[config.mk]
export PLATFORM = sky130hd
export DESIGN_NAME = bank_mapper_with_scanline_irq_flat
export DESIGN_NICKNAME = d
export VERILOG_FILES = /design/src/hw/rtl/bmsi_pkg.sv /design/src/hw/rtl/bmsi_if.sv /design/src/hw/rtl/bmsi_mod_unit.sv /design/src/hw/rtl/bmsi_core.sv /design/src/hw/rtl/bank_mapper_with_scanline_irq.sv /design/src/flat_wrapper.sv
export SDC_FILE = /design/constraint.sdc
export NUM_CORES = 1
export LEC_CHECK = 0
export BUFFER_PORTS_ARGS = -buffer_cell sky130_fd_sc_hd__buf_2
export CAP_MARGIN = 20
export CORE_MARGIN = 2
export CORE_UTILIZATION = 40
export CTS_CLUSTER_SIZE = 24
export DETAILED_ROUTE_END_ITERATION = 10
export HOLD_SLACK_MARGIN = 0.15
export PLACE_DENSITY = 0.65
export SLEW_MARGIN = 20
export SYNTH_ARGS = -nofsm -noshare
export SYNTH_HDL_FRONTEND = slang
export SYNTH_SLANG_ARGS = --single-unit
[constraint.sdc]
create_clock -name i_clk -period 4.9 [get_ports i_clk]
set_input_delay 0.98 -clock i_clk [delete_from_list [all_inputs] [get_ports i_clk]]
set_output_delay 0.98 -clock i_clk [all_outputs]
set_load 0.03 [all_outputs]
[src/hw/rtl/bmsi_pkg.sv]
// Shared types, codes and helpers of the bank mapper with scanline interrupt.
package bmsi_pkg;

    // Op codes of the request channel
    localparam logic [2:0] OP_CPU_RD = 3'd0;
    localparam logic [2:0] OP_CPU_WR = 3'd1;
    localparam logic [2:0] OP_PPU_RD = 3'd2;
    localparam logic [2:0] OP_PPU_WR = 3'd3;
    localparam logic [2:0] OP_TICK   = 3'd4;

    // Target kinds of the result channel
    localparam logic [1:0] KIND_NONE    = 2'd0;
    localparam logic [1:0] KIND_PRG_RAM = 2'd1;
    localparam logic [1:0] KIND_PRG_ROM = 2'd2;
    localparam logic [1:0] KIND_CHR_ROM = 2'd3;

    // Mapper register windows, picked by cpu address bits 14:13
    localparam logic [1:0] WIN_BANK   = 2'd0;
    localparam logic [1:0] WIN_MIRROR = 2'd1;
    localparam logic [1:0] WIN_LATCH  = 2'd2;
    localparam logic [1:0] WIN_ENABLE = 2'd3;

    // Configuration register indexes, from paddr bit 2
    localparam logic REG_PRG_CNT = 1'b0;
    localparam logic REG_CHR_CNT = 1'b1;

    localparam logic [5:0] PRG_CNT_RESET = 6'd2;
    localparam logic [5:0] CHR_CNT_RESET = 6'd1;

    // Configured bank counts
    typedef struct packed {
        logic [5:0] prg_cnt;
        logic [5:0] chr_cnt;
    } t_cfg;

    // Request to the shared modulo unit
    typedef struct packed {
        logic       start;
        logic [7:0] dividend;
        logic [8:0] divisor;
    } t_mod_req;

    // Answer of the shared modulo unit
    typedef struct packed {
        logic       done;
        logic [7:0] rem;
    } t_mod_rsp;

    // Zero counts as one, anything above 32 as 32
    function automatic logic [5:0] clamp_count(input logic [5:0] c);
        logic [5:0] r;
        priority if (c == 6'd0) begin
            r = 6'd1;
        end else if (c > 6'd32) begin
            r = 6'd32;
        end else begin
            r = c;
        end
        return r;
    endfunction

endpackage

[src/hw/rtl/bmsi_if.sv]
// Valid/ready channel interfaces for requests and results.
interface bmsi_req_if;
    logic       valid;
    logic       ready;
    logic [2:0] op;
    logic [15:0] addr;
    logic [7:0] data;

    modport source (output valid, op, addr, data, input ready);
    modport sink   (input valid, op, addr, data, output ready);
endinterface

interface bmsi_rsp_if;
    logic        valid;
    logic        ready;
    logic [18:0] map_offset;
    logic [1:0]  target_kind;
    logic        irq_line;
    logic        mirror_horizontal;

    modport source (output valid, map_offset, target_kind, irq_line, mirror_horizontal,
                    input ready);
    modport sink   (input valid, map_offset, target_kind, irq_line, mirror_horizontal,
                    output ready);
endinterface

[src/hw/rtl/bmsi_mod_unit.sv]
// Shared restoring modulo unit: 8-bit dividend, one quotient bit per cycle.
module bmsi_mod_unit (
    input  logic                i_clk,
    input  logic                i_rst_n,
    input  bmsi_pkg::t_mod_req  i_req,
    output bmsi_pkg::t_mod_rsp  o_rsp
);

    logic       r_busy;
    logic       r_done;
    logic [2:0] r_cnt;
    logic [7:0] r_div;
    logic [8:0] r_dsr;
    logic [7:0] r_rem;

    logic [8:0] trial;
    logic [8:0] diff;
    logic [7:0] n_rem;

    // One shift-subtract step
    always_comb begin
        trial = {r_rem, r_div[7]};
        diff  = trial - r_dsr;
        if (trial >= r_dsr) begin
            n_rem = diff[7:0];
        end else begin
            n_rem = trial[7:0];
        end
    end

    // Step sequencing
    always_ff @(posedge i_clk) begin
        if (!i_rst_n) begin
            r_busy <= 1'b0;
            r_done <= 1'b0;
            r_cnt  <= 3'd0;
        end else begin
            // done pulses once after the last step
            r_done <= !i_req.start && r_busy && (r_cnt == 3'd7);
            if (i_req.start) begin
                r_busy <= 1'b1;
                r_cnt  <= 3'd0;
                r_div  <= i_req.dividend;
                r_dsr  <= i_req.divisor;
                r_rem  <= 8'd0;
            end else if (r_busy) begin
                r_rem <= n_rem;
                r_div <= {r_div[6:0], 1'b0};
                r_cnt <= r_cnt + 3'd1;
                if (r_cnt == 3'd7) begin
                    r_busy <= 1'b0;
                end
            end
        end
    end

    assign o_rsp.done = r_done;
    assign o_rsp.rem  = r_rem;

endmodule

[src/hw/rtl/bmsi_core.sv]
// Mapper state, address translation, irq counter and slot sequencer.
module bmsi_core (
    input  logic                i_clk,
    input  logic                i_rst_n,
    bmsi_req_if.sink            i_req,
    bmsi_rsp_if.source          o_rsp,
    input  bmsi_pkg::t_cfg      i_cfg,
    output bmsi_pkg::t_mod_req  o_mod_req,
    input  bmsi_pkg::t_mod_rsp  i_mod_rsp
);

    typedef enum logic [1:0] {S_IDLE, S_EXEC, S_MOD, S_DONE} t_state;

    t_state      r_state;
    logic [2:0]  r_op;
    logic [15:0] r_addr;
    logic [7:0]  r_data;

    logic [7:0]  r_bank [8];
    logic [2:0]  r_sel;
    logic        r_prg_mode;
    logic        r_chr_inv;
    logic [7:0]  r_chr_slot [8];
    logic [5:0]  r_prg_slot [4];
    logic        r_mirror;
    logic [7:0]  r_irq_reload;
    logic [7:0]  r_irq_count;
    logic        r_irq_en;
    logic        r_irq_pend;

    logic [2:0]  r_idx;
    logic        r_mod_start;

    logic        r_out_valid;
    logic [18:0] r_out_addr;
    logic [1:0]  r_out_kind;
    logic        r_out_irq;
    logic        r_out_mirror;

    logic        out_free;
    logic        out_load;
    logic        mod_kick;
    logic [5:0]  prg_cnt;
    logic [5:0]  chr_cnt;
    logic [6:0]  prg_8k;
    logic [5:0]  prg_last_m1;
    logic [5:0]  prg_last;
    logic [2:0]  slot1k;
    logic [7:0]  pair;

    logic [18:0] n_addr;
    logic [1:0]  n_kind;
    logic        n_bank_wr;
    logic [2:0]  n_sel;
    logic        n_prg_mode;
    logic        n_chr_inv;
    logic        n_mirror;
    logic [7:0]  n_irq_reload;
    logic [7:0]  n_irq_count;
    logic        n_irq_en;
    logic        n_irq_pend;

    assign out_free    = !r_out_valid || o_rsp.ready;
    assign i_req.ready = (r_state == S_IDLE);

    // Result register load and modulo start for the current step
    assign out_load = out_free && (((r_state == S_EXEC) && !n_bank_wr) ||
                                   (r_state == S_DONE));
    assign mod_kick = ((r_state == S_EXEC) && n_bank_wr) ||
                      ((r_state == S_MOD) && i_mod_rsp.done && (r_idx != 3'd7));

    // Bank counts in 8K program and 1K video units
    assign prg_cnt     = bmsi_pkg::clamp_count(i_cfg.prg_cnt);
    assign chr_cnt     = bmsi_pkg::clamp_count(i_cfg.chr_cnt);
    assign prg_8k      = {prg_cnt, 1'b0};
    assign prg_last_m1 = 6'(prg_8k - 7'd2);
    assign prg_last    = 6'(prg_8k - 7'd1);
    assign slot1k      = r_idx - 3'd2;
    assign pair        = {i_mod_rsp.rem[7:1], 1'b0};

    // Modulo requests: banks 0..5 by the video count, 6..7 by the program count
    assign o_mod_req.start    = r_mod_start;
    assign o_mod_req.dividend = r_bank[r_idx];
    assign o_mod_req.divisor  = (r_idx[2:1] == 2'b11) ? {2'b00, prg_8k}
                                                      : {chr_cnt, 3'b000};

    // Effect and answer of the held item
    always_comb begin
        n_addr       = 19'd0;
        n_kind       = bmsi_pkg::KIND_NONE;
        n_bank_wr    = 1'b0;
        n_sel        = r_sel;
        n_prg_mode   = r_prg_mode;
        n_chr_inv    = r_chr_inv;
        n_mirror     = r_mirror;
        n_irq_reload = r_irq_reload;
        n_irq_count  = r_irq_count;
        n_irq_en     = r_irq_en;
        n_irq_pend   = r_irq_pend;
        unique case (r_op)
            bmsi_pkg::OP_CPU_RD, bmsi_pkg::OP_CPU_WR: begin
                if (r_addr[15:13] == 3'b011) begin
                    n_addr = {6'd0, r_addr[12:0]};
                    n_kind = bmsi_pkg::KIND_PRG_RAM;
                end else if (r_addr[15] && (r_op == bmsi_pkg::OP_CPU_RD)) begin
                    n_addr = {r_prg_slot[r_addr[14:13]], r_addr[12:0]};
                    n_kind = bmsi_pkg::KIND_PRG_ROM;
                end else if (r_addr[15]) begin
                    unique case (r_addr[14:13])
                        bmsi_pkg::WIN_BANK: begin
                            if (r_addr[0]) begin
                                n_bank_wr = 1'b1;
                            end else begin
                                n_sel      = r_data[2:0];
                                n_prg_mode = r_data[6];
                                n_chr_inv  = r_data[7];
                            end
                        end
                        bmsi_pkg::WIN_MIRROR: begin
                            if (!r_addr[0]) begin
                                n_mirror = r_data[0];
                            end
                        end
                        bmsi_pkg::WIN_LATCH: begin
                            if (r_addr[0]) begin
                                n_irq_count = 8'd0;
                            end else begin
                                n_irq_reload = r_data;
                            end
                        end
                        bmsi_pkg::WIN_ENABLE: begin
                            if (r_addr[0]) begin
                                n_irq_en = 1'b1;
                            end else begin
                                n_irq_en   = 1'b0;
                                n_irq_pend = 1'b0;
                            end
                        end
                        default: ;
                    endcase
                end
            end
            bmsi_pkg::OP_PPU_RD: begin
                if (r_addr[15:13] == 3'b000) begin
                    n_addr = {1'b0, r_chr_slot[r_addr[12:10]], r_addr[9:0]};
                    n_kind = bmsi_pkg::KIND_CHR_ROM;
                end
            end
            bmsi_pkg::OP_TICK: begin
                if (r_irq_count == 8'd0) begin
                    n_irq_count = r_irq_reload;
                end else begin
                    n_irq_count = r_irq_count - 8'd1;
                end
                if ((n_irq_count == 8'd0) && r_irq_en) begin
                    n_irq_pend = 1'b1;
                end
            end
            default: ;
        endcase
    end

    // Sequencer, mapper state and result register
    always_ff @(posedge i_clk) begin
        if (!i_rst_n) begin
            r_state       <= S_IDLE;
            r_idx         <= 3'd0;
            r_mod_start   <= 1'b0;
            r_out_valid   <= 1'b0;
            for (int i = 0; i < 8; i++) begin
                r_bank[i]     <= 8'd0;
                r_chr_slot[i] <= 8'd0;
            end
            r_prg_slot[0] <= 6'd0;
            r_prg_slot[1] <= 6'd1;
            r_prg_slot[2] <= 6'({bmsi_pkg::PRG_CNT_RESET, 1'b0} - 7'd2);
            r_prg_slot[3] <= 6'({bmsi_pkg::PRG_CNT_RESET, 1'b0} - 7'd1);
            r_sel         <= 3'd0;
            r_prg_mode    <= 1'b0;
            r_chr_inv     <= 1'b0;
            r_mirror      <= 1'b1;
            r_irq_reload  <= 8'd0;
            r_irq_count   <= 8'd0;
            r_irq_en      <= 1'b0;
            r_irq_pend    <= 1'b0;
        end else begin
            r_mod_start <= mod_kick;
            r_out_valid <= (r_out_valid && !o_rsp.ready) || out_load;
            unique case (r_state)
                S_IDLE: begin
                    if (i_req.valid) begin
                        r_op    <= i_req.op;
                        r_addr  <= i_req.addr;
                        r_data  <= i_req.data;
                        r_state <= S_EXEC;
                    end
                end
                S_EXEC: begin
                    if (n_bank_wr) begin
                        r_bank[r_sel] <= r_data;
                        r_idx         <= 3'd0;
                        r_state       <= S_MOD;
                    end else if (out_free) begin
                        r_sel        <= n_sel;
                        r_prg_mode   <= n_prg_mode;
                        r_chr_inv    <= n_chr_inv;
                        r_mirror     <= n_mirror;
                        r_irq_reload <= n_irq_reload;
                        r_irq_count  <= n_irq_count;
                        r_irq_en     <= n_irq_en;
                        r_irq_pend   <= n_irq_pend;
                        r_out_addr   <= n_addr;
                        r_out_kind   <= n_kind;
                        r_out_irq    <= n_irq_pend;
                        r_out_mirror <= n_mirror;
                        r_state      <= S_IDLE;
                    end
                end
                S_MOD: begin
                    if (i_mod_rsp.done) begin
                        // Place the remainder of bank r_idx into its slots
                        unique case (r_idx)
                            3'd0: begin
                                r_chr_slot[{r_chr_inv, 2'b00}] <= pair;
                                r_chr_slot[{r_chr_inv, 2'b01}] <= pair + 8'd1;
                            end
                            3'd1: begin
                                r_chr_slot[{r_chr_inv, 2'b10}] <= pair;
                                r_chr_slot[{r_chr_inv, 2'b11}] <= pair + 8'd1;
                            end
                            3'd2, 3'd3, 3'd4, 3'd5: begin
                                r_chr_slot[{!r_chr_inv, slot1k[1:0]}] <= i_mod_rsp.rem;
                            end
                            3'd6: begin
                                if (r_prg_mode) begin
                                    r_prg_slot[0] <= i_mod_rsp.rem[5:0];
                                    r_prg_slot[2] <= prg_last_m1;
                                end else begin
                                    r_prg_slot[0] <= prg_last_m1;
                                    r_prg_slot[2] <= i_mod_rsp.rem[5:0];
                                end
                            end
                            3'd7: begin
                                r_prg_slot[1] <= i_mod_rsp.rem[5:0];
                                r_prg_slot[3] <= prg_last;
                            end
                            default: ;
                        endcase
                        if (r_idx == 3'd7) begin
                            r_state <= S_DONE;
                        end else begin
                            r_idx <= r_idx + 3'd1;
                        end
                    end
                end
                S_DONE: begin
                    if (out_free) begin
                        r_out_addr   <= 19'd0;
                        r_out_kind   <= bmsi_pkg::KIND_NONE;
                        r_out_irq    <= r_irq_pend;
                        r_out_mirror <= r_mirror;
                        r_state      <= S_IDLE;
                    end
                end
                default: r_state <= S_IDLE;
            endcase
        end
    end

    assign o_rsp.valid             = r_out_valid;
    assign o_rsp.map_offset        = r_out_addr;
    assign o_rsp.target_kind       = r_out_kind;
    assign o_rsp.irq_line          = r_out_irq;
    assign o_rsp.mirror_horizontal = r_out_mirror;

    // A finished remainder only arrives while the slot sweep runs
    a_done_in_sweep: assert property (@(posedge i_clk) disable iff (!i_rst_n)
        i_mod_rsp.done |-> (r_state == S_MOD))
        else $error("modulo result outside slot sweep");

    // An accepted beat is worked on in the next cycle
    a_accept_exec: assert property (@(posedge i_clk) disable iff (!i_rst_n)
        (i_req.valid && i_req.ready) |=> (r_state == S_EXEC))
        else $error("accepted beat not executed");

    // The end of a sweep answers with no target
    a_sweep_result: assert property (@(posedge i_clk) disable iff (!i_rst_n)
        ((r_state == S_DONE) && out_free) |=>
        (r_out_valid && (r_out_kind == bmsi_pkg::KIND_NONE)))
        else $error("bank write result missing");

endmodule

[src/hw/rtl/bank_mapper_with_scanline_irq.sv]
// Top level: bank count registers on the APB port, mapper core and modulo unit.
//
//  channel   dir   handshake             beat
//  i_req     in    valid/ready           op, addr, data
//  o_rsp     out   valid/ready           map_offset, target_kind, irq_line,
//                                        mirror_horizontal
//  apb       in    psel/penable/pwrite   paddr, pwdata -> prdata, pready
//
// One beat at a time. Reads, plain register writes and ticks load the result in the
// execute step after accept, and the next beat is taken once that step is done. A
// bank-data write sweeps all eight banks through the shared modulo unit in turn and
// loads its result in the sweep-end step. The result register lets the next beat in
// while a result waits; a stalled output holds only the execute or sweep-end step.
// Reset is synchronous and active low and restores all but held beat and result data.
module bank_mapper_with_scanline_irq (
    input  logic        i_clk,
    input  logic        i_rst_n,
    bmsi_req_if.sink    i_req,
    bmsi_rsp_if.source  o_rsp,
    input  logic        psel,
    input  logic        penable,
    input  logic        pwrite,
    input  logic [2:0]  paddr,
    input  logic [31:0] pwdata,
    output logic [31:0] prdata,
    output logic        pready
);

    logic [5:0]          r_prg_cnt;
    logic [5:0]          r_chr_cnt;
    logic                apb_wr;
    bmsi_pkg::t_cfg      cfg;
    bmsi_pkg::t_mod_req  mod_req;
    bmsi_pkg::t_mod_rsp  mod_rsp;

    assign pready = 1'b1;
    assign apb_wr = psel && penable && pwrite;

    // Bank count registers
    always_ff @(posedge i_clk) begin
        if (!i_rst_n) begin
            r_prg_cnt <= bmsi_pkg::PRG_CNT_RESET;
            r_chr_cnt <= bmsi_pkg::CHR_CNT_RESET;
        end else if (apb_wr) begin
            unique case (paddr[2])
                bmsi_pkg::REG_PRG_CNT: r_prg_cnt <= pwdata[5:0];
                bmsi_pkg::REG_CHR_CNT: r_chr_cnt <= pwdata[5:0];
                default: ;
            endcase
        end
    end

    // Read back
    always_comb begin
        unique case (paddr[2])
            bmsi_pkg::REG_PRG_CNT: prdata = {26'd0, r_prg_cnt};
            bmsi_pkg::REG_CHR_CNT: prdata = {26'd0, r_chr_cnt};
            default:               prdata = 32'd0;
        endcase
    end

    assign cfg.prg_cnt = r_prg_cnt;
    assign cfg.chr_cnt = r_chr_cnt;

    bmsi_mod_unit u_mod (
        .i_clk   (i_clk),
        .i_rst_n (i_rst_n),
        .i_req   (mod_req),
        .o_rsp   (mod_rsp)
    );

    bmsi_core u_core (
        .i_clk     (i_clk),
        .i_rst_n   (i_rst_n),
        .i_req     (i_req),
        .o_rsp     (o_rsp),
        .i_cfg     (cfg),
        .o_mod_req (mod_req),
        .i_mod_rsp (mod_rsp)
    );

endmodule

[src/flat_wrapper.sv]
// flat-port wrapper written by rule: the top's interface ports become plain ports
module bank_mapper_with_scanline_irq_flat 
  (i_clk, i_rst_n, psel, penable, pwrite, paddr, pwdata, prdata, pready, i_req_valid, i_req_op, i_req_addr, i_req_data, i_req_ready, o_rsp_valid, o_rsp_map_offset, o_rsp_target_kind, o_rsp_irq_line, o_rsp_mirror_horizontal, o_rsp_ready);
  bmsi_req_if i_req_i ();
  bmsi_rsp_if o_rsp_i ();
  input  logic i_clk;
  input  logic i_rst_n;
  input  logic psel;
  input  logic penable;
  input  logic pwrite;
  input  logic [2:0] paddr;
  input  logic [31:0] pwdata;
  output logic [31:0] prdata;
  output logic pready;
  input wire logic [$bits(i_req_i.valid)-1:0] i_req_valid;
  input wire logic [$bits(i_req_i.op)-1:0] i_req_op;
  input wire logic [$bits(i_req_i.addr)-1:0] i_req_addr;
  input wire logic [$bits(i_req_i.data)-1:0] i_req_data;
  output wire logic [$bits(i_req_i.ready)-1:0] i_req_ready;
  output wire logic [$bits(o_rsp_i.valid)-1:0] o_rsp_valid;
  output wire logic [$bits(o_rsp_i.map_offset)-1:0] o_rsp_map_offset;
  output wire logic [$bits(o_rsp_i.target_kind)-1:0] o_rsp_target_kind;
  output wire logic [$bits(o_rsp_i.irq_line)-1:0] o_rsp_irq_line;
  output wire logic [$bits(o_rsp_i.mirror_horizontal)-1:0] o_rsp_mirror_horizontal;
  input wire logic [$bits(o_rsp_i.ready)-1:0] o_rsp_ready;
  assign i_req_i.valid = i_req_valid;
  assign i_req_i.op = i_req_op;
  assign i_req_i.addr = i_req_addr;
  assign i_req_i.data = i_req_data;
  assign i_req_ready = i_req_i.ready;
  assign o_rsp_valid = o_rsp_i.valid;
  assign o_rsp_map_offset = o_rsp_i.map_offset;
  assign o_rsp_target_kind = o_rsp_i.target_kind;
  assign o_rsp_irq_line = o_rsp_i.irq_line;
  assign o_rsp_mirror_horizontal = o_rsp_i.mirror_horizontal;
  assign o_rsp_i.ready = o_rsp_ready;
  bank_mapper_with_scanline_irq u_core (.i_clk(i_clk), .i_rst_n(i_rst_n), .i_req(i_req_i), .o_rsp(o_rsp_i), .psel(psel), .penable(penable), .pwrite(pwrite), .paddr(paddr), .pwdata(pwdata), .prdata(prdata), .pready(pready));
endmodule
; ---- Word level (Yosys, flattened, before mapping)
; Memories as Yosys holds them, arrays and structs flattened. A register that Yosys moved wholly into a read port is not among the register bits.
; Cells that the tools add are included.
[totals]
ram_bits = 152
mem_count = 3
elab_cells = 286
register_bits = 123
out_inout_bits = 58
input_bits = 69
[mem_list]
columns = memory, words, width, read_ports, rd_ports_with_merged_regs, write_ports, line_no
row1 = u_core.u_core.r_bank, 8, 8, 1, 1, 8, bmsi_core.sv:19  ; logic [7:0] r_bank [8];
row2 = u_core.u_core.r_chr_slot, 8, 8, 1, 1, 8, bmsi_core.sv:23  ; logic [7:0] r_chr_slot [8];
row3 = u_core.u_core.r_prg_slot, 4, 6, 1, 1, 4, bmsi_core.sv:24  ; logic [5:0] r_prg_slot [4];
[op_classes]
eq_ne = 33
magnitude_cmp = 3
n_addsub = 8
n_bitwise = 12
reduce_logical = 58
muxes = 139
[ops]
columns = op, n
row1 = 2-to-1 mux 8 bit, 17
row2 = 2-to-1 mux 19 bit, 5
row3 = one-hot mux 19 bit (2 select lines), 2
row4 = 2-to-1 mux 1 bit, 70
row5 = one-hot mux 32 bit (2 select lines), 1
row6 = 2-to-1 mux 6 bit, 9
row7 = OR reduction 8 bit, 6
row8 = 2-to-1 mux 3 bit, 12
row9 = AND reduction 9 bit, 3
row10 = 2-to-1 mux 2 bit, 12
row11 = inequality test 2 bit (second input constant), 10
row12 = equality test 3 bit (second input constant), 6
row13 = 2-to-1 mux 18 bit, 1
row14 = logical NOT 8 bit, 2
row15 = one-hot mux 8 bit (2 select lines), 1
row16 = equality test 3 x 2 -> 1 bit (second input constant), 4
row17 = > comparator 6 bit (second input constant), 2
row18 = logical AND 1 bit, 12
row19 = logical NOT 6 bit, 2
row20 = equality test 2 bit (second input constant), 5
row21 = >= comparator 9 bit, 1
row22 = logical NOT 3 bit, 3
row23 = AND reduction 3 bit, 3
row24 = adder 8 x 1 -> 8 bit (second input constant), 1
row25 = other kinds (29), 63

; ---- Depth between registers and ports, before layout
; Gate-level depths: netlist of the first run.
[depth]
ltp_word = 12
mapped_depth = 9
mapped_depth_nobuf = 8

; ---- Hierarchy
; From an unflattened synthesis of the first run, not the netlist that was laid out.
[unflattened]
hier_cells = 1073
hier_area_um2 = 13595.5
[by_module_without_submodules]
columns = module, instances, area_per_inst_um2, cells_each
row1 = bmsi_core, 1, 11111.9, 841
row2 = bmsi_mod_unit, 1, 1691.6, 144
row3 = bank_mapper_with_scanline_irq, 1, 792.0, 88

; ---- Worst setup path after synthesis of the first run
; OpenSTA, ideal clock, no wires.
[synth_path]
kind = input port to flip-flop
start = input port i_rst_n
end = register u_core.u_core.r_out_irq, in the netlist u_core.u_core.o_rsp.irq_line (enable)
arrival_time_ns = 2.551
setup_slack_ns = 1.946
n_path_buf = 2
stages = 4
setup_time_ns = 0.403
t_required_ns = 4.497
cell_sequence = clkbuf_1 clkbuf_1 nand2_1 nor2_1
[synth_between]
elab_chain_len = 1
[synth_lines]
columns = item, line_no
row1 = start: declaration, flat_wrapper.sv:7  ; input logic i_rst_n;
row2 = AND reduction 5 bit (no line), -
row3 = end signal: assignment, bmsi_core.sv:214  ; r_out_irq <= n_irq_pend;
row4 = end signal: assignment, bmsi_core.sv:260  ; r_out_irq <= r_irq_pend;
row5 = end: declaration, bmsi_core.sv:37  ; logic r_out_irq;
; No other way between the ends.
; A chain may end at the register's enable or synchronous reset.

==> results of run 1 <==
[placed cells by master (no fill, tap or decap), types with 31 or more instances in the layout]
master,n
dfxtp_1,60
clkbuf_16,31
nor2_1,92
mux2i_1,48
and2_1,138
edfxtp_1,219
mux4_2,38
a21oi_1,40
buf_2,71
nand2_1,52
[state kept, by name, indices dropped and copies added (netlist names), 6 cells and up, named ones only]
signal,flops
u_core.u_core.r_bank,64
u_core.u_core.r_chr_slot,64
u_core.u_core.r_prg_slot,24
u_core.u_core.o_rsp.map_offset,19
u_core.u_core.r_addr,16
u_core.u_core.r_data,8
u_core.u_core.r_irq_count,8
u_core.u_core.r_irq_reload,8
u_core.u_mod.r_div,8
u_core.u_mod.r_dsr,8
u_core.u_mod.r_rem,8
u_core.r_chr_cnt,6
u_core.r_prg_cnt,6
[metal layers]
metal | up-vias | GRT usage (%)
met3 | 48 | 1.99
met1 | 4008 | 24.6
met5 | - | 0
li1 | 3976 | -
met4 | 0 | 5.25
met2 | 258 | 26.6
[cell usage after synthesis, drive strengths merged (4+ instances only)]
| library cell | n | area share (%) |
|---|---|---|
| o22ai | 5 | 0.23 |
| mux2 | 16 | 1.4 |
| nand4 | 7 | 0.33 |
| a211oi | 6 | 0.34 |
| nand3b | 8 | 0.45 |
| nand2 | 52 | 1.5 |
| a31oi | 6 | 0.28 |
| ha | 19 | 1.8 |
| nor3b | 9 | 0.54 |
| and2 | 138 | 6.5 |
| a21oi | 40 | 1.5 |
| nor4 | 8 | 0.42 |
| edfxtp | 219 | 49 |
| nor3 | 19 | 0.75 |
| or3 | 9 | 0.44 |
| and3 | 7 | 0.33 |
| o211ai | 5 | 0.28 |
| nand2b | 23 | 1.1 |
| and3b | 4 | 0.26 |
| o21ai | 30 | 1.1 |
| nor2b | 15 | 0.70 |
| nand3 | 18 | 0.68 |
| inv | 24 | 0.68 |
| mux4 | 38 | 6.4 |
| mux2i | 48 | 3.6 |
| clkbuf | 45 | 1.3 |
| nor2 | 93 | 2.6 |
| o21a | 8 | 0.45 |
| dfxtp | 63 | 9.5 |
| buf | 36 | 1.9 |
[kinds of logic after synthesis]
| kind of cell | count (synthesis) | synth area share [%] |
|---|---|---|
| buf+inv | 105 | 3.83 |
| simple gates | 423 | 17.4 |
| compound gates | 131 | 6.38 |
| fa+ha+maj | 20 | 1.93 |
| flops | 282 | 58.8 |
| mux | 102 | 11.4 |
| xor+xnor | 5 | 0.328 |
| other cells | 2 | 0.0563 |
[stage by stage]
step	utilization [%]	hold WS, ps	power, mW	instance area, um2	cells
floorplan	-	410	2.89	13400	1095
detailed placement	42.8	436	2.96	14000	1537
CTS	46.0	450	5.31	15000	1593
global placement	42.8	426	2.95	14000	1537
global route	46.0	477	5.43	15100	1594
finish	46.0	456	5.26	15100	1594
[worst max-delay path, delay by kind of cell, from the launching register on]
kind                     cells  cell delay [ps]
AO/OA/AOI/OAI                3             1390
adder cells (fa/ha/maj)      1              250
flip-flops                   1              490
AND/OR/NAND/NOR              2              610
buffers and inverters        1              220
[where the power goes]
group | internal, mW | total, mW | switching [mW]
clock network | 1.45 | 2.36 | 0.905
logic | 0.0839 | 0.223 | 0.139
registers | 2.63 | 2.68 | 0.0505
total | 4.17 | 5.26 | 1.09
[cell type report]
class / instances / area, um2 / share of cell area [%]
flip-flops and latches: 282 / 7840 / 52.1
clock inverters: 5 / 100 / 0.665
multi-input cells: 708 / 5090 / 33.8
clock buffers: 51 / 941 / 6.25
well taps: 442 / 553 / 3.67
repair buffers: 82 / 435 / 2.89
inverters: 24 / 90.1 / 0.599
[worst max path at each step]
stage / start / to
2_1_floorplan: i_rst_n / u_core.u_core.o_rsp.irq_line
6_report: u_core.u_core.r_idx[1] / u_core.u_core.r_chr_slot[1][6]
3_5_place_dp: u_core.u_core.r_idx[1] / u_core.u_core.r_chr_slot[1][4]
4_1_cts: u_core.u_core.r_idx[1] / u_core.u_core.r_chr_slot[1][6]
5_1_grt: u_core.u_core.r_idx[1] / u_core.u_core.r_chr_slot[1][6]
3_3_place_gp: i_rst_n / u_core.u_core.r_bank[5][1]
==> metrics.log, run 1 <==
INFO  metric synth_area = 13300 um2
INFO  metric layout.filler_cells = 2983
INFO  metric worstSetupEndpointType = flop
INFO  metric via_count = roughly 8300
INFO  metric totalNegativeSetupSlack = 0 ps
INFO  metric holdPathEnd = u_core.u_core.r_prg_slot[3][0]
INFO  metric critPathMaxStageDelay = 670 ps
INFO  metric wl_met2 = around 13 mm
INFO  metric worst_pin_slew = roughly 830 ps
INFO  metric worst_path_max_delay_cell = a31oi_1
INFO  metric globalplace.congestion = 0.861
INFO  metric worstPathRequired = 5090 ps
INFO  metric slew_headroom = between 40 and 50%
INFO  metric rr_endpoint = u_core.u_core.r_chr_slot[1][6]
INFO  metric hold_path_class = reg -> reg
INFO  metric floorplan.initialDensity = slightly above 40%
INFO  metric netlist_instances = 1070
INFO  metric timing.hold.worst.start = u_core.u_core.r_prg_slot[3][0]
INFO  metric num_rows = 66
INFO  metric setup_viol_count_final = 0
INFO  metric synth.distinct_cells = 70
INFO  metric route.detailed.drc = 0
INFO  metric htree_num_levels = 1
INFO  metric count_of_buffers_added_by_post_cts_timing_repair_for_setup = 0
INFO  metric clk_pin_slew = roughly 60 ps
INFO  metric worst-path-max-fanout = 14
INFO  metric horizontal_die_dimension = about 190 um
INFO  metric achievable-frequency = 302 MHz
INFO  metric ys_dominant_reg_cell = edfxtp_1
INFO  metric area_overhead_of_the_layout_relative_to_synthesis = 12.8%
INFO  metric tritoncts.num_buffers = 30
INFO  metric met1_length = 13.6 mm
INFO  metric edff_count_synth = 219
INFO  metric powerDensity = 350 nW/um2
INFO  metric whs_path_depth = 1
INFO  metric reg2reg_from = u_core.u_core.r_idx[1]
INFO  metric tritoncts = yes
INFO  metric ir_worst_vdd = 0.266 mV
INFO  metric synthesis.yosys.warnings = 0
INFO  metric timing.max_cap.violations = 0
INFO  metric clkLatencyLatePin = roughly 550 ps
INFO  metric root_buffer = clkbuf_16
INFO  metric timing.final.crit_share = roughly two thirds
INFO  metric timing.final.max_slew_violations = 0
INFO  metric finalHoldViolCount = 0
INFO  metric avgSynthCellArea = about 12 um2
INFO  metric clock-skew-final = 19.1 ps
INFO  metric clock_path_buffers = 3
INFO  metric worstSetupPathType = reg -> reg
INFO  metric routed_via_density = 5.20
INFO  metric highest-signal-layer = met4
INFO  metric io_buffers = between 70 and 80
INFO  metric route.antenna.remaining_nets = 0
INFO  metric ys_seq_elements = roughly 280
INFO  metric total_grt_usage = ~17%
INFO  metric asyncSetResetFlopFracSynth = 0%
INFO  metric cts_hold_buf = 0
INFO  metric gr_ovfl_total = 0
INFO  metric detail_route.first_pass.iterations = 5
INFO  metric rr_worst_depth = 7
INFO  metric core-area = 32700 um2
INFO  metric worst_setup_path_start_kind = flop
INFO  metric static-leakage-power = ~5.5 nW
INFO  metric timing.final.ws_setup = 1580 ps
INFO  metric floorplan.die_area = 34800 um2
INFO  metric die_height = roughly 190 um
INFO  metric wirelength = 29.4 mm
INFO  metric drive_gt1_share = roughly 17%
INFO  metric post-route-min-period = 3320 ps
INFO  metric num-nets-final = 1217
INFO  metric setup.reg_to_reg.worst_slack = 1580 ps
INFO  metric grt_pass1_vias = 8226
INFO  metric tritoncts_num_sinks = 282
INFO  metric post_dr_wirelength_cell = about 18 um
INFO  metric grt_start_max_net_pins = 46
INFO  metric detailedPlace.worstSlack = approximately 1700 ps
INFO  metric design.portCount = 127
INFO  metric number_of_antenna_violations_at_the_first_check_in_global_routing = 0
INFO  metric dpl.hpwl = 20.2 mm
INFO  metric route.met3.wl = 1.58 mm
INFO  metric proportion_of_synthesized_chip_area_in_sequential_cells = 58.8%
INFO  metric antenna_cells_inserted = 0
INFO  metric grt_pass1_wl = approximately 47 mm
INFO  metric setup_repair_after_global_routing_missed_its_margin = no
INFO  metric worstPathCellList = inv_1 -> ha_1 -> o21ai_0 -> a31oi_1 -> nand3_1 -> a21oi_1 -> nand2b_1
INFO  metric run_status = complete, no violations
INFO  metric post_cts_resized = 0
INFO  metric starting_drt_drc_count = 684
INFO  metric worst_ep_arrival_time = 3510 ps
Note: power is estimated with default switching activity, not from simulation.
==> run 2: changes to the inputs <==
--- a/config.mk
+++ b/config.mk
@@ -12,7 +12,7 @@
 export CTS_CLUSTER_SIZE = 24
 export DETAILED_ROUTE_END_ITERATION = 10
 export HOLD_SLACK_MARGIN = 0.15
-export PLACE_DENSITY = 0.65
+export PLACE_DENSITY = 0.67
 export SLEW_MARGIN = 20
 export SYNTH_ARGS = -nofsm -noshare
 export SYNTH_HDL_FRONTEND = slang
==> constraint.sdc (replaced) <==
create_clock -name i_clk -period 3 [get_ports i_clk]
set_input_delay 0.6 -clock i_clk [delete_from_list [all_inputs] [get_ports i_clk]]
set_output_delay 0.6 -clock i_clk [all_outputs]
set_load 0.03 [all_outputs]
==> run 2 against run 1 <==
Via count up 0.77%; die area unchanged; non-clock buffer count up 25; cell area up 1.5%.
==> metrics.log, run 2 (synthesis gave the netlist of run 1 again) <==
INFO  metric worstSetupEndpointType = flop
INFO  metric finalHoldViolCount = 0
INFO  metric regArea = 7840 um2
INFO  metric power_report.internal_total = 6.82 mW
INFO  metric dpl.hpwl = 20.6 mm
INFO  metric share_clk_of_total_power = a little under half
INFO  metric gr_ovfl_total = 0
INFO  metric route.antenna.remaining_nets = 0
INFO  metric design.portCount = 127
INFO  metric post_cts_resized = 0
INFO  metric placed_cells_incl_taps = 1563
INFO  metric rr_endpoint = u_core.u_mod.r_rem[1]
INFO  metric timing.max_cap.violations = 0
INFO  metric most-common-layout-cells = edfxtp_1, and2_1, nor2_1, buf_2, dfxtp_1
INFO  metric grt_start_max_net_pins = 46
INFO  metric total_grt_usage = 16.8%
INFO  metric multiInputGateArea = 5090 um2
INFO  metric layout.cells.non_filler = 1619
INFO  metric antenna_cells_inserted = 0
INFO  metric root_buffer = clkbuf_16
INFO  metric rr_worst_depth = 8
INFO  metric total_switching_power = 1.83 mW
INFO  metric slew_headroom = 45.5%
INFO  metric worstSetupPathType = reg -> reg
INFO  metric worst_setup_path_start_kind = flop
INFO  metric tritoncts.num_buffers = 30
INFO  metric worst-path-max-fanout = 7
INFO  metric tritoncts = yes
INFO  metric drive_gt1_share = between 10% and 20%
INFO  metric holdPathEnd = u_core.u_core.r_addr[9]
INFO  metric via_count = roughly 8400
INFO  metric worst_ep_arrival_time = roughly 3100 ps
INFO  metric count_of_buffers_added_by_post_cts_timing_repair_for_setup = 0
INFO  metric post_dr_wirelength_cell = 18.0 um
INFO  metric num-nets-final = 1242
INFO  metric timing.final.ws_setup = around 230 ps
INFO  metric tritoncts_num_sinks = about 280
INFO  metric cp.buffers_inverters = 1
INFO  metric htree_num_levels = 1
INFO  metric critPathMaxStageDelay = 490 ps
INFO  metric run_status = complete, no violations
INFO  metric worstPathCellList = inv_1 -> ha_1 -> fa_1 -> nor2b_1 -> o31a_1 -> o21a_1 -> o32a_1 -> mux2_2
INFO  metric globalplace.congestion = 0.877
INFO  metric achievable-frequency = ~360 MHz
INFO  metric core-area = 32700 um2
INFO  metric worst_pin_slew = a little over 800 ps
INFO  metric post-route-min-period = between 2000 and 3000 ps
INFO  metric floorplan.die_area = between 30000 and 40000 um2
INFO  metric timing.final.max_slew_violations = 0
INFO  metric whs_path_depth = 1
INFO  metric io_buffers = 71
INFO  metric total_power = 8.65 mW
INFO  metric cts_hold_buf = 0
INFO  metric layout_top_registers = u_core.u_core.r_bank (64), u_core.u_core.r_chr_slot (64), u_core.u_core.r_prg_slot (24)
INFO  metric route.detailed.drc = 0
INFO  metric share_comb_of_total_power = 4.4%
INFO  metric ir_worst_vdd = 0.507 mV
INFO  metric clkLatencyLatePin = approximately 560 ps
INFO  metric detailedPlace.worstSlack = about 270 ps
INFO  metric totalNegativeSetupSlack = 0 ps
INFO  metric powerDensity = 566 nW/um2
INFO  metric setup_repair_after_global_routing_missed_its_margin = no
INFO  metric starting_drt_drc_count = 627
INFO  metric setup.reg_to_reg.worst_slack = 230 ps
INFO  metric clock_path_buffers = 3
INFO  metric setup_viol_count_final = 0
INFO  metric reg2reg_from = u_core.u_mod.r_rem[0]
INFO  metric floorplan.initialDensity = 40.8%
INFO  metric seq_power_share = 50.5%
INFO  metric horizontal_die_dimension = 187 um
INFO  metric area_overhead_of_the_layout_relative_to_synthesis = 14.5%
INFO  metric num_rows = 66
INFO  metric mostFrequentLayoutCell = edfxtp_1
INFO  metric static-leakage-power = 5.70 nW
INFO  metric grt_pass1_vias = 8351
INFO  metric hold_path_class = in -> reg
INFO  metric detail_route.first_pass.iterations = 5
INFO  metric routed_via_density = 5.16
INFO  metric wirelength = 29.1 mm
INFO  metric cp_top_family = adder cells
INFO  metric p_sw_share = 21.2%
INFO  metric clock-skew-final = 12.7 ps
INFO  metric clk_pin_slew = 60 ps
INFO  metric grt_pass1_wl = between 40 and 50 mm
INFO  metric timing.final.crit_share = 92.3%
INFO  metric timing.hold.worst.start = i_req_addr[9]
INFO  metric worstPathRequired = about 3300 ps
INFO  metric worst_path_max_delay_cell = edfxtp_1
INFO  metric die_height = 187 um
INFO  metric layout.filler_cells = 2950
INFO  metric number_of_antenna_violations_at_the_first_check_in_global_routing = 0
run 2: cell types whose count changed in the layout (fill, tap and decap cells not counted):
cell       previous run  this run
bufinv_16             3         2
buf_4                10        36
clkbuf_16            31        33
clkbuf_1             11         3
dfxtp_1              60        63
clkinv_4              0         2
clkinv_2              2         7
clkbuf_2              1         0
dfxtp_2               3         0
run 2: cell type report:
| cell class | count | area share (%) |
|---|---|---|
| clock buffer | 45 | 6.29 |
| clock inverter | 11 | 0.737 |
| inverter | 24 | 0.590 |
| multi-input combinational | 708 | 33.3 |
| sequential | 282 | 51.3 |
| tap | 442 | 3.62 |
| timing repair buffer | 107 | 4.10 |
run 2: metrics by stage:
step / cell area [um2] / hold WS (ps) / util, %
2_1_floorplan: 13400 / 410 / -
3_3_place_gp: 14200 / 431 / 43.4
3_5_place_dp: 14200 / 437 / 43.4
4_1_cts: 15300 / 197 / 46.7
5_1_grt: 15300 / 199 / 46.7
6_report: 15300 / 216 / 46.7
run 2: worst reg2reg max path, delay by kind of cell (launching register included):
kind	cells	cell delay [ps]
fa+ha+maj	2	690
compound gates	3	620
flops	1	490
mux	1	360
simple gates	1	220
buf+inv	1	140
run 2: worst max-delay path by stage:
stage,end,slack (ps),start,cells past startpoint
floorplan,flop,410,u_core.u_core.r_state[1],5
global placement,u_core.u_mod.r_rem[1],330,u_core.u_mod.r_rem[0],8
detailed placement,u_core.u_mod.r_rem[1],270,u_core.u_mod.r_rem[0],8
CTS,u_core.u_mod.r_rem[1],270,u_core.u_mod.r_rem[0],8
global route,u_core.u_mod.r_rem[6],30,u_core.u_mod.r_rem[0],8
finish,u_core.u_mod.r_rem[1],230,u_core.u_mod.r_rem[0],8
run 2: layer usage:
layer	track usage (%)	share of wire, %
met1	22.8	45
met3	2.56	5.3
met2	27.6	47
met5	0	0
met4	5.28	2.9
run 2: power groups by stage:
stage                     clock network (mW)  logic, mW  registers [mW]
after floorplan                            0      0.294            4.42
after global placement                     0      0.383            4.45
after detailed placement                   0      0.388            4.45
after CTS                               3.96      0.390            4.37
after global routing                    4.12      0.414            4.38
final                                   3.90      0.385            4.37
